===== src/design/touchpad_to_mouse_delta_unit_assert.svh =====
// assertion helpers for the top-level design file
`ifndef TOUCHPAD_TO_MOUSE_DELTA_UNIT_ASSERT_SVH
`define TOUCHPAD_TO_MOUSE_DELTA_UNIT_ASSERT_SVH

// same-cycle implication
`define TMD_ASSERT_NOW(lbl, clk, rst_n, ante, cons) \
	lbl: assert property (@(posedge clk) disable iff (!rst_n) (ante) |-> (cons)) \
		else $error("same-cycle check failed");

// next-cycle implication
`define TMD_ASSERT_NEXT(lbl, clk, rst_n, ante, cons) \
	lbl: assert property (@(posedge clk) disable iff (!rst_n) (ante) |=> (cons)) \
		else $error("next-cycle check failed");

`endif


===== src/design/tmd_pkg.sv =====
package tmd_pkg;

	localparam int NUM_SAMPLES = 3;
	localparam int COORD_W     = 12;
	localparam int DELTA_W     = 13;
	localparam int CNT_W       = 2;
	localparam int IDX_W       = 2;
	localparam int QDEPTH      = 2;
	localparam int CFG_IDX_W   = 2;
	localparam int CFG_DATA_W  = 13;

	localparam logic [CFG_IDX_W-1:0] CFG_DELTA_MIN = 2'd0;
	localparam logic [CFG_IDX_W-1:0] CFG_DELTA_MAX = 2'd1;

	localparam logic signed [DELTA_W-1:0] DELTA_MIN_RST = -13'sd127;
	localparam logic [COORD_W-1:0]        DELTA_MAX_RST = 12'd127;

	typedef struct packed {
		logic               lifted;
		logic [COORD_W-1:0] x;
		logic [COORD_W-1:0] y;
	} sample_t;

	// one classified report as it sits in the queue
	typedef struct packed {
		logic                        click;
		logic                        changed;
		logic [IDX_W-1:0]            last_idx;
		sample_t [NUM_SAMPLES-1:0]   samples;
	} report_t;

	typedef enum logic {
		BK_SAMPLE,
		BK_FLUSH
	} back_state_t;

	typedef struct packed {
		logic busy;
		logic flushing;
	} back_stat_t;

endpackage


===== src/design/tmd_front.sv =====
module tmd_front (
	input  logic                         clk,
	input  logic                         arst_n,
	input  logic                         in_valid,
	output logic                         in_ready,
	input  logic                         pad_click,
	input  logic [tmd_pkg::CNT_W-1:0]    entry_count,
	input  logic                         s0_lifted,
	input  logic [tmd_pkg::COORD_W-1:0]  s0_x,
	input  logic [tmd_pkg::COORD_W-1:0]  s0_y,
	input  logic                         s1_lifted,
	input  logic [tmd_pkg::COORD_W-1:0]  s1_x,
	input  logic [tmd_pkg::COORD_W-1:0]  s1_y,
	input  logic                         s2_lifted,
	input  logic [tmd_pkg::COORD_W-1:0]  s2_x,
	input  logic [tmd_pkg::COORD_W-1:0]  s2_y,
	input  logic                         q_full,
	output logic                         push,
	output tmd_pkg::report_t             entry
);

	logic click_held_q;

	assign in_ready = !q_full;
	assign push     = in_valid && !q_full;

	always_comb begin
		entry.click      = pad_click;
		entry.changed    = pad_click != click_held_q;
		// a count of zero means one sample
		entry.last_idx   = (entry_count == '0) ? '0 : entry_count - 1'b1;
		entry.samples[0] = '{lifted: s0_lifted, x: s0_x, y: s0_y};
		entry.samples[1] = '{lifted: s1_lifted, x: s1_x, y: s1_y};
		entry.samples[2] = '{lifted: s2_lifted, x: s2_x, y: s2_y};
	end

	always_ff @(posedge clk or negedge arst_n) begin
		if (!arst_n) begin
			click_held_q <= 1'b0;
		end else if (push) begin
			click_held_q <= pad_click;
		end
	end

endmodule


===== src/design/tmd_queue.sv =====
module tmd_queue #(
	parameter int DEPTH = tmd_pkg::QDEPTH
) (
	input  logic             clk,
	input  logic             arst_n,
	input  logic             push,
	input  tmd_pkg::report_t wr_entry,
	input  logic             pop,
	output tmd_pkg::report_t head,
	output logic             full,
	output logic             empty
);

	localparam int PTR_W = (DEPTH > 1) ? $clog2(DEPTH) : 1;
	localparam int CNT_W = $clog2(DEPTH + 1);

	tmd_pkg::report_t slots_q [DEPTH];
	logic [PTR_W-1:0] wr_ptr_q;
	logic [PTR_W-1:0] rd_ptr_q;
	logic [CNT_W-1:0] fill_q;

	assign full  = fill_q == CNT_W'(DEPTH);
	assign empty = fill_q == '0;
	assign head  = slots_q[rd_ptr_q];

	always_ff @(posedge clk) begin
		if (push) begin
			slots_q[wr_ptr_q] <= wr_entry;
		end
	end

	always_ff @(posedge clk or negedge arst_n) begin
		if (!arst_n) begin
			wr_ptr_q <= '0;
			rd_ptr_q <= '0;
			fill_q   <= '0;
		end else begin
			if (push) begin
				wr_ptr_q <= (wr_ptr_q == PTR_W'(DEPTH - 1)) ? '0 : wr_ptr_q + 1'b1;
			end
			if (pop) begin
				rd_ptr_q <= (rd_ptr_q == PTR_W'(DEPTH - 1)) ? '0 : rd_ptr_q + 1'b1;
			end
			if (push && !pop) begin
				fill_q <= fill_q + 1'b1;
			end else if (pop && !push) begin
				fill_q <= fill_q - 1'b1;
			end
		end
	end

endmodule


===== src/design/tmd_back.sv =====
module tmd_back (
	input  logic                                clk,
	input  logic                                arst_n,
	input  tmd_pkg::report_t                    head,
	input  logic                                q_empty,
	output logic                                pop,
	input  logic signed [tmd_pkg::DELTA_W-1:0]  delta_min,
	input  logic [tmd_pkg::COORD_W-1:0]         delta_max,
	output logic                                out_valid,
	input  logic                                out_ready,
	output logic                                left_button,
	output logic signed [tmd_pkg::DELTA_W-1:0]  move_x,
	output logic signed [tmd_pkg::DELTA_W-1:0]  move_y,
	output logic                                final_event,
	output tmd_pkg::back_stat_t                 stat
);

	localparam int DW = tmd_pkg::DELTA_W;
	localparam int CW = tmd_pkg::COORD_W;

	tmd_pkg::back_state_t state_q, state_d;

	logic [tmd_pkg::IDX_W-1:0] idx_q;
	logic                      chg_q;
	logic                      down_q;
	logic [CW-1:0]             prev_x_q;
	logic [CW-1:0]             prev_y_q;

	// held event, sent once the next one appears or the report ends
	logic                      pend_v_q;
	logic                      pend_btn_q;
	logic signed [DW-1:0]      pend_dx_q;
	logic signed [DW-1:0]      pend_dy_q;

	logic                      out_v_q;
	logic                      out_btn_q;
	logic signed [DW-1:0]      out_dx_q;
	logic signed [DW-1:0]      out_dy_q;
	logic                      out_fin_q;

	tmd_pkg::sample_t          smp;
	logic signed [DW-1:0]      dx_raw;
	logic signed [DW-1:0]      dy_raw;
	logic signed [DW-1:0]      dx;
	logic signed [DW-1:0]      dy;
	logic                      cur_chg;
	logic                      ev;
	logic                      slot;
	logic                      step;
	logic                      emit_mid;
	logic                      emit_fin;

	function automatic logic signed [DW-1:0] clamp(
		input logic signed [DW-1:0] d,
		input logic signed [DW-1:0] lo,
		input logic [CW-1:0]        hi
	);
		logic signed [DW-1:0] his;
		his = $signed({1'b0, hi});
		if (d < lo) begin
			return lo;
		end else if (d > his) begin
			return his;
		end
		return d;
	endfunction

	always_comb begin
		smp     = head.samples[idx_q];
		dx_raw  = $signed({1'b0, smp.x}) - $signed({1'b0, prev_x_q});
		dy_raw  = $signed({1'b0, smp.y}) - $signed({1'b0, prev_y_q});
		dx      = '0;
		dy      = '0;
		if (!smp.lifted && down_q) begin
			dx = clamp(dx_raw, delta_min, delta_max);
			dy = clamp(dy_raw, delta_min, delta_max);
		end
		cur_chg = (idx_q == '0) ? head.changed : chg_q;
		ev      = cur_chg || (dx != '0) || (dy != '0);
		slot    = !out_v_q || out_ready;
	end

	always_comb begin
		state_d  = state_q;
		step     = 1'b0;
		emit_mid = 1'b0;
		emit_fin = 1'b0;
		pop      = 1'b0;
		case (state_q)
			tmd_pkg::BK_SAMPLE: begin
				if (!q_empty && !(ev && pend_v_q && !slot)) begin
					step     = 1'b1;
					emit_mid = ev && pend_v_q;
					if (idx_q == head.last_idx) begin
						state_d = tmd_pkg::BK_FLUSH;
					end
				end
			end
			tmd_pkg::BK_FLUSH: begin
				if (!pend_v_q || slot) begin
					emit_fin = pend_v_q;
					pop      = 1'b1;
					state_d  = tmd_pkg::BK_SAMPLE;
				end
			end
			default: begin
				state_d = tmd_pkg::BK_SAMPLE;
			end
		endcase
	end

	always_ff @(posedge clk or negedge arst_n) begin
		if (!arst_n) begin
			state_q <= tmd_pkg::BK_SAMPLE;
		end else begin
			state_q <= state_d;
		end
	end

	always_ff @(posedge clk or negedge arst_n) begin
		if (!arst_n) begin
			idx_q    <= '0;
			chg_q    <= 1'b0;
			down_q   <= 1'b0;
			prev_x_q <= '0;
			prev_y_q <= '0;
			pend_v_q <= 1'b0;
			out_v_q  <= 1'b0;
		end else begin
			if (step) begin
				if (!smp.lifted) begin
					down_q   <= 1'b1;
					prev_x_q <= smp.x;
					prev_y_q <= smp.y;
				end else begin
					down_q <= 1'b0;
				end
				chg_q <= ev ? 1'b0 : cur_chg;
				if (ev) begin
					pend_v_q <= 1'b1;
				end
				if (idx_q != head.last_idx) begin
					idx_q <= idx_q + 1'b1;
				end
			end
			if (pop) begin
				idx_q    <= '0;
				pend_v_q <= 1'b0;
			end
			if (emit_mid || emit_fin) begin
				out_v_q <= 1'b1;
			end else if (out_ready) begin
				out_v_q <= 1'b0;
			end
		end
	end

	always_ff @(posedge clk) begin
		if (step && ev) begin
			pend_btn_q <= head.click;
			pend_dx_q  <= dx;
			pend_dy_q  <= dy;
		end
		if (emit_mid || emit_fin) begin
			out_btn_q <= pend_btn_q;
			out_dx_q  <= pend_dx_q;
			out_dy_q  <= pend_dy_q;
			out_fin_q <= emit_fin;
		end
	end

	assign out_valid     = out_v_q;
	assign left_button   = out_btn_q;
	assign move_x        = out_dx_q;
	assign move_y        = out_dy_q;
	assign final_event   = out_fin_q;
	assign stat.busy     = !q_empty;
	assign stat.flushing = state_q == tmd_pkg::BK_FLUSH;

endmodule


===== src/design/touchpad_to_mouse_delta_unit.sv =====
// channel   direction  handshake              beat contents
// in        input      in_valid / in_ready    pad_click, entry_count, s0..s2 lifted/x/y
// out       output     out_valid / out_ready  left_button, move_x, move_y, final_event
// cfg       input      cfg_valid / cfg_ready  cfg_index, cfg_data (always ready)
//
// In the back unit a report runs each of its samples in turn (a count of zero
// runs one sample) through the shared delta/clamp step, then a flush state
// releases the held event with final_event set. The front takes a beat per
// cycle into a two-entry queue while it has room, so reports are taken while
// the back is still busy. Reset clears click, finger and queue state and
// loads the default limits. A stalled out channel stalls the back only while
// an event is held and a second event or the end of the report needs the
// output register.
`include "touchpad_to_mouse_delta_unit_assert.svh"

module touchpad_to_mouse_delta_unit #(
	parameter int QUEUE_DEPTH = tmd_pkg::QDEPTH
) (
	input  logic                                 clk,
	input  logic                                 arst_n,
	input  logic                                 in_valid,
	output logic                                 in_ready,
	input  logic                                 pad_click,
	input  logic [tmd_pkg::CNT_W-1:0]            entry_count,
	input  logic                                 s0_lifted,
	input  logic [tmd_pkg::COORD_W-1:0]          s0_x,
	input  logic [tmd_pkg::COORD_W-1:0]          s0_y,
	input  logic                                 s1_lifted,
	input  logic [tmd_pkg::COORD_W-1:0]          s1_x,
	input  logic [tmd_pkg::COORD_W-1:0]          s1_y,
	input  logic                                 s2_lifted,
	input  logic [tmd_pkg::COORD_W-1:0]          s2_x,
	input  logic [tmd_pkg::COORD_W-1:0]          s2_y,
	output logic                                 out_valid,
	input  logic                                 out_ready,
	output logic                                 left_button,
	output logic signed [tmd_pkg::DELTA_W-1:0]   move_x,
	output logic signed [tmd_pkg::DELTA_W-1:0]   move_y,
	output logic                                 final_event,
	input  logic                                 cfg_valid,
	output logic                                 cfg_ready,
	input  logic [tmd_pkg::CFG_IDX_W-1:0]        cfg_index,
	input  logic [tmd_pkg::CFG_DATA_W-1:0]       cfg_data
);

	logic signed [tmd_pkg::DELTA_W-1:0] delta_min_q;
	logic [tmd_pkg::COORD_W-1:0]        delta_max_q;

	tmd_pkg::report_t    wr_entry;
	tmd_pkg::report_t    head;
	tmd_pkg::back_stat_t stat;
	logic                push;
	logic                pop;
	logic                q_full;
	logic                q_empty;

	assign cfg_ready = 1'b1;

	always_ff @(posedge clk or negedge arst_n) begin
		if (!arst_n) begin
			delta_min_q <= tmd_pkg::DELTA_MIN_RST;
			delta_max_q <= tmd_pkg::DELTA_MAX_RST;
		end else if (cfg_valid) begin
			case (cfg_index)
				tmd_pkg::CFG_DELTA_MIN: delta_min_q <= $signed(cfg_data);
				tmd_pkg::CFG_DELTA_MAX: delta_max_q <= cfg_data[tmd_pkg::COORD_W-1:0];
				default: ;
			endcase
		end
	end

	tmd_front u_front (
		.clk         (clk),
		.arst_n      (arst_n),
		.in_valid    (in_valid),
		.in_ready    (in_ready),
		.pad_click   (pad_click),
		.entry_count (entry_count),
		.s0_lifted   (s0_lifted),
		.s0_x        (s0_x),
		.s0_y        (s0_y),
		.s1_lifted   (s1_lifted),
		.s1_x        (s1_x),
		.s1_y        (s1_y),
		.s2_lifted   (s2_lifted),
		.s2_x        (s2_x),
		.s2_y        (s2_y),
		.q_full      (q_full),
		.push        (push),
		.entry       (wr_entry)
	);

	tmd_queue #(
		.DEPTH (QUEUE_DEPTH)
	) u_queue (
		.clk      (clk),
		.arst_n   (arst_n),
		.push     (push),
		.wr_entry (wr_entry),
		.pop      (pop),
		.head     (head),
		.full     (q_full),
		.empty    (q_empty)
	);

	tmd_back u_back (
		.clk         (clk),
		.arst_n      (arst_n),
		.head        (head),
		.q_empty     (q_empty),
		.pop         (pop),
		.delta_min   (delta_min_q),
		.delta_max   (delta_max_q),
		.out_valid   (out_valid),
		.out_ready   (out_ready),
		.left_button (left_button),
		.move_x      (move_x),
		.move_y      (move_y),
		.final_event (final_event),
		.stat        (stat)
	);

	`TMD_ASSERT_NOW(a_pop_not_empty, clk, arst_n, pop, stat.busy)
	`TMD_ASSERT_NOW(a_pop_in_flush, clk, arst_n, pop, stat.flushing)
	`TMD_ASSERT_NEXT(a_accept_queues, clk, arst_n, in_valid && in_ready, !q_empty)

endmodule

===== config.mk =====
export PLATFORM = sky130hd
export DESIGN_NAME = touchpad_to_mouse_delta_unit
export DESIGN_NICKNAME = d
export VERILOG_FILES = /design/src/design/tmd_pkg.sv /design/src/design/tmd_front.sv /design/src/design/tmd_queue.sv /design/src/design/tmd_back.sv /design/src/design/touchpad_to_mouse_delta_unit.sv
export VERILOG_INCLUDE_DIRS = /design/src /design/src/design
export SDC_FILE = /design/constraint.sdc
export NUM_CORES = 1
export LEC_CHECK = 0
export BUFFER_PORTS_ARGS = -buffer_cell sky130_fd_sc_hd__buf_4
export CORE_UTILIZATION = 45
export CTS_CLUSTER_DIAMETER = 200
export DETAILED_ROUTE_END_ITERATION = 8
export MAX_ROUTING_LAYER = met4
export SKIP_CTS_REPAIR_TIMING = 1
export SLEW_MARGIN = 25
export SYNTH_ARGS = -nofsm -noshare
export SYNTH_HDL_FRONTEND = slang
export SYNTH_SLANG_ARGS = --single-unit

===== constraint.sdc =====
create_clock -name clk -period 9.2 [get_ports clk]
set_input_delay 0 -clock clk [delete_from_list [all_inputs] [get_ports clk]]
set_output_delay 0 -clock clk [all_outputs]
set_load 0.01 [all_outputs]

==> results.py <==
metrics = {
    "drt": {
        "drc": 0,
        "drt_iter0_drc": 555,
        "vias": 8772,
        "antenna_left": 0,
        "avgViaCountPerCell": 5.36,
        "dr.pass1.iters": 6,
        "post_drt_wl_per_cell_um": 19.1,
        "routed_wl_um": 31200,
    },
    "cells_and_area": {
        "finalNetCount": 1405,
        "multiInputGateArea_um2": 5060,
        "final_cell_mix": "213 x edfxtp_1, 138 x buf_4, 110 x dlygate4sd3_1",
        "antenna_cells": 0,
        "syn_to_final_growth_pct": 25.2,
        "layout_commonest_cell": "edfxtp_1",
        "finalInstanceArea_um2": 16800,
        "regArea_um2": 7940,
        "n_fill_cell": 2377,
        "drive_gt1_share_pct": 22.8,
    },
    "cts": {
        "cts.path.max_buffers": 3,
        "cts_root_buf": "clkbuf_16",
        "htree_levels": 1,
        "clk_pin_slew_ns": 0.06,
        "cts_tree": "yes",
        "numCtsBuffers": 29,
        "clock-sinks": 274,
        "clock_latency_ns": 0.56,
    },
    "worst_setup_path": {
        "worst-path-buf-inv": 4,
        "cp_cell_sequence": "buf_4 -> mux4_2 -> nand2_1 -> o21ai_0 -> ha_1 -> a21o_1 -> a21oi_1 -> o21ai_0 -> o31ai_1 -> xor2_1 -> inv_1 -> ha_1 -> and4_1 -> o311a_1 -> nor4b_2 -> nor2_2 -> buf_4 -> nor3_1 -> a311oi_1 -> o2111ai_1 -> a2111oi_2 -> a21o_1 -> clkinv_1",
        "r2r-end": "u_back.pend_dy_q[9]",
        "crit_family": "compound AO/OA/AOI/OAI gates",
        "crit_path_end_kind": "flop",
        "critical-path-max-stage-delay_ns": 0.75,
        "r2r.worst_path.cells": 23,
        "r2r_start": "u_queue.rd_ptr_q",
        "critPathSlowestCell": "dfrtp_4",
        "crit_path_max_fanout": 27,
        "reg2reg_slack_ns": 1.15,
        "crit_type": "flop to flop",
        "crit_required_ns": 9.22,
        "start_kind": "flop",
        "arrival_ns": 8.07,
    },
    "sta": {
        "fin_ws_ns": 1.15,
        "hold_viol_final": 0,
        "post-route-period-util_pct": 87.5,
        "tightest_slew_ns": 0.928,
        "holdWs_ns": 0.0930,
        "fmax_mhz": 124,
        "period_needed_ns": 8.05,
        "fin_skew_ns": 0.0106,
        "rsz0062_at_grt": "false",
        "finalMaxSlewViolations": 0,
        "finalSetupTns_ns": 0,
        "setup_viol": 0,
        "relSlewSlack_pct": 37.7,
    },
    "global_route": {
        "grt_pass1_vias": 8353,
        "grt_pass1_wl_um": 47200,
        "antenna_found_initial": 0,
        "grt_usage_pct": 20.7,
        "overflow": 0,
        "grt_max_degree": 64,
    },
    "placement": {
        "port-buffer-count": 127,
        "gp_congestion": 0.979,
        "dp_slack_ns": 1.45,
        "postPlaceCellArea_um2": 14800,
        "hpwlAfterDp_um": 22000,
    },
    "logic_synthesis": {
        "yosys.area.top_type": "edfxtp_1",
        "yosys_warnings": 0,
        "synthesis.area_um2": 13400,
        "synth_fp_nets": 1160,
        "synth_edf_count": 213,
        "synthArstFlopShare_pct": 22.3,
        "synth_top_area_share_pct": 47.6,
        "yosysSeqAreaShare_pct": 59.1,
        "synthTopCellsByArea": "edfxtp_1 48%, dfrtp_1 8.8%, ha_1 7.1%",
        "synthDistinctLibCells": 78,
        "syn_inst": 984,
        "syn_area_per_cell_um2": 13.7,
        "synth_ff_type": "edfxtp_1",
        "synth_seq_cells": 274,
    },
    "floorplanning": {
        "die-area_um2": 30500,
        "initial_core_util_pct": 46.3,
        "die_w_um": 175,
        "ios": 129,
        "core_area_um2": 29000,
        "fp-row-count": 62,
        "die_h_um": 175,
    },
    "hold_path": {
        "worstHoldPathType": "input port to asynchronous set/reset pin",
    },
    "run_status": {
        "status": "complete, no violations",
    },
    "flow_run": {
        "maxCapViolCount": 0,
    },
}
## cells by family (layout without fill, tap and decap cells)
kind of cell,Yosys count,count (layout),share of synthesized area [%]
flip-flops,274,274,59.1
other,1,1,0.0279
AO/OA/AOI/OAI,215,215,10.7
multiplexers,108,108,11.2
adder cells (fa/ha/maj),78,78,7.38
AND/OR/NAND/NOR,179,179,6.73
buffers and inverters,108,376,3.46
XOR/XNOR,21,21,1.37
## state kept, by name, summed over array words and instances (netlist names)
signal,flops
u_back.prev_y_q,12
u_back.pend_dx_q,13
u_back.prev_x_q,12
u_back.move_y,13
u_back.state_q,1
u_front.click_held_q,1
u_queue.fill_q,2
u_queue.rd_ptr_q,1
delta_max_q,12
delta_min_q,13
u_back.final_event,1
u_queue.slots_q,158
u_back.left_button,1
u_back.idx_q,2
u_back.move_x,13
u_back.pend_v_q,1
u_queue.wr_ptr_q,1
u_back.pend_btn_q,1
u_back.chg_q,1
u_back.out_valid,1
u_back.down_q,1
u_back.pend_dy_q,13
## worst max path at each step
stage,cells past startpoint,slack [ns],from,to
floorplan,21,1.96,u_queue.rd_ptr_q,u_back.final_event
global placement,24,1.46,u_queue.rd_ptr_q,u_back.prev_x_q[4]
detailed placement,24,1.45,u_queue.rd_ptr_q,u_back.prev_x_q[10]
CTS,24,1.41,u_queue.rd_ptr_q,u_back.prev_y_q[10]
global route,23,0.48,u_queue.rd_ptr_q,u_back.pend_dx_q[1]
finish,23,1.15,u_queue.rd_ptr_q,u_back.pend_dy_q[9]
## layer usage
layer	track usage (%)	wire length, um	vias up
met2	34.0	15500	234
met3	2.76	1250	61
met1	26.7	13500	4253
li1	-	-	4224
met4	6.38	964	0
met5	-	0	-
## final cells by class
cell class / count / area share, %
clock buffers: 42 / 4.72
clock inverters: 12 / 0.781
inverters: 74 / 1.65
multi-input cells: 602 / 30.1
flip-flops and latches: 274 / 47.2
well taps: 384 / 2.86
repair buffers: 248 / 12.7
## cells in the mapped netlist, types with 3 or more instances
cell,count
o31ai_1,3
dfrtp_1,47
a31o_2,3
o211ai_1,15
o2111ai_1,6
mux2_4,17
nor4_1,5
nand4_1,5
a21o_1,13
dfstp_2,14
clkbuf_1,17
and2_1,5
inv_1,72
and3_1,5
buf_1,5
xor2_1,9
a211oi_1,8
a21boi_0,3
o31a_1,4
o21a_1,8
a311oi_1,4
or4_1,5
nor2_1,35
xnor2_1,12
nand2_1,65
o21ai_0,77
o21bai_1,5
and4_1,3
mux2_2,24
a21oi_1,35
nor2b_1,10
ha_1,76
mux4_2,25
edfxtp_1,213
nand3_1,9
a31oi_1,4
nand2b_1,6
buf_2,7
mux2i_1,42
nor3_1,10
nand3b_1,3
## worst reg2reg max path, cell delays in order, from the launching register on
cell	delay (ns)
dfrtp_4	0.75
buf_4	0.46
mux4_2	0.56
nand2_1	0.08
o21ai_0	0.17
ha_1	0.39
a21o_1	0.20
a21oi_1	0.12
o21ai_0	0.17
o31ai_1	0.28
xor2_1	0.40
inv_1	0.13
ha_1	0.31
and4_1	0.24
o311a_1	0.21
nor4b_2	0.09
nor2_2	0.52
buf_4	0.34
nor3_1	0.08
a311oi_1	0.38
o2111ai_1	0.23
a2111oi_2	0.44
a21o_1	0.23
clkinv_1	0.74
## metrics by stage
stage	cells	utilization [%]
floorplan	984	-
global placement	1472	51.0
detailed placement	1472	51.0
CTS	1526	54.2
global route	1636	58.0
finish	1636	58.0
Power is left out: the tool's default activity adds up to more than one toggle a clock period on the data nets, which glitch-free logic cannot reach.
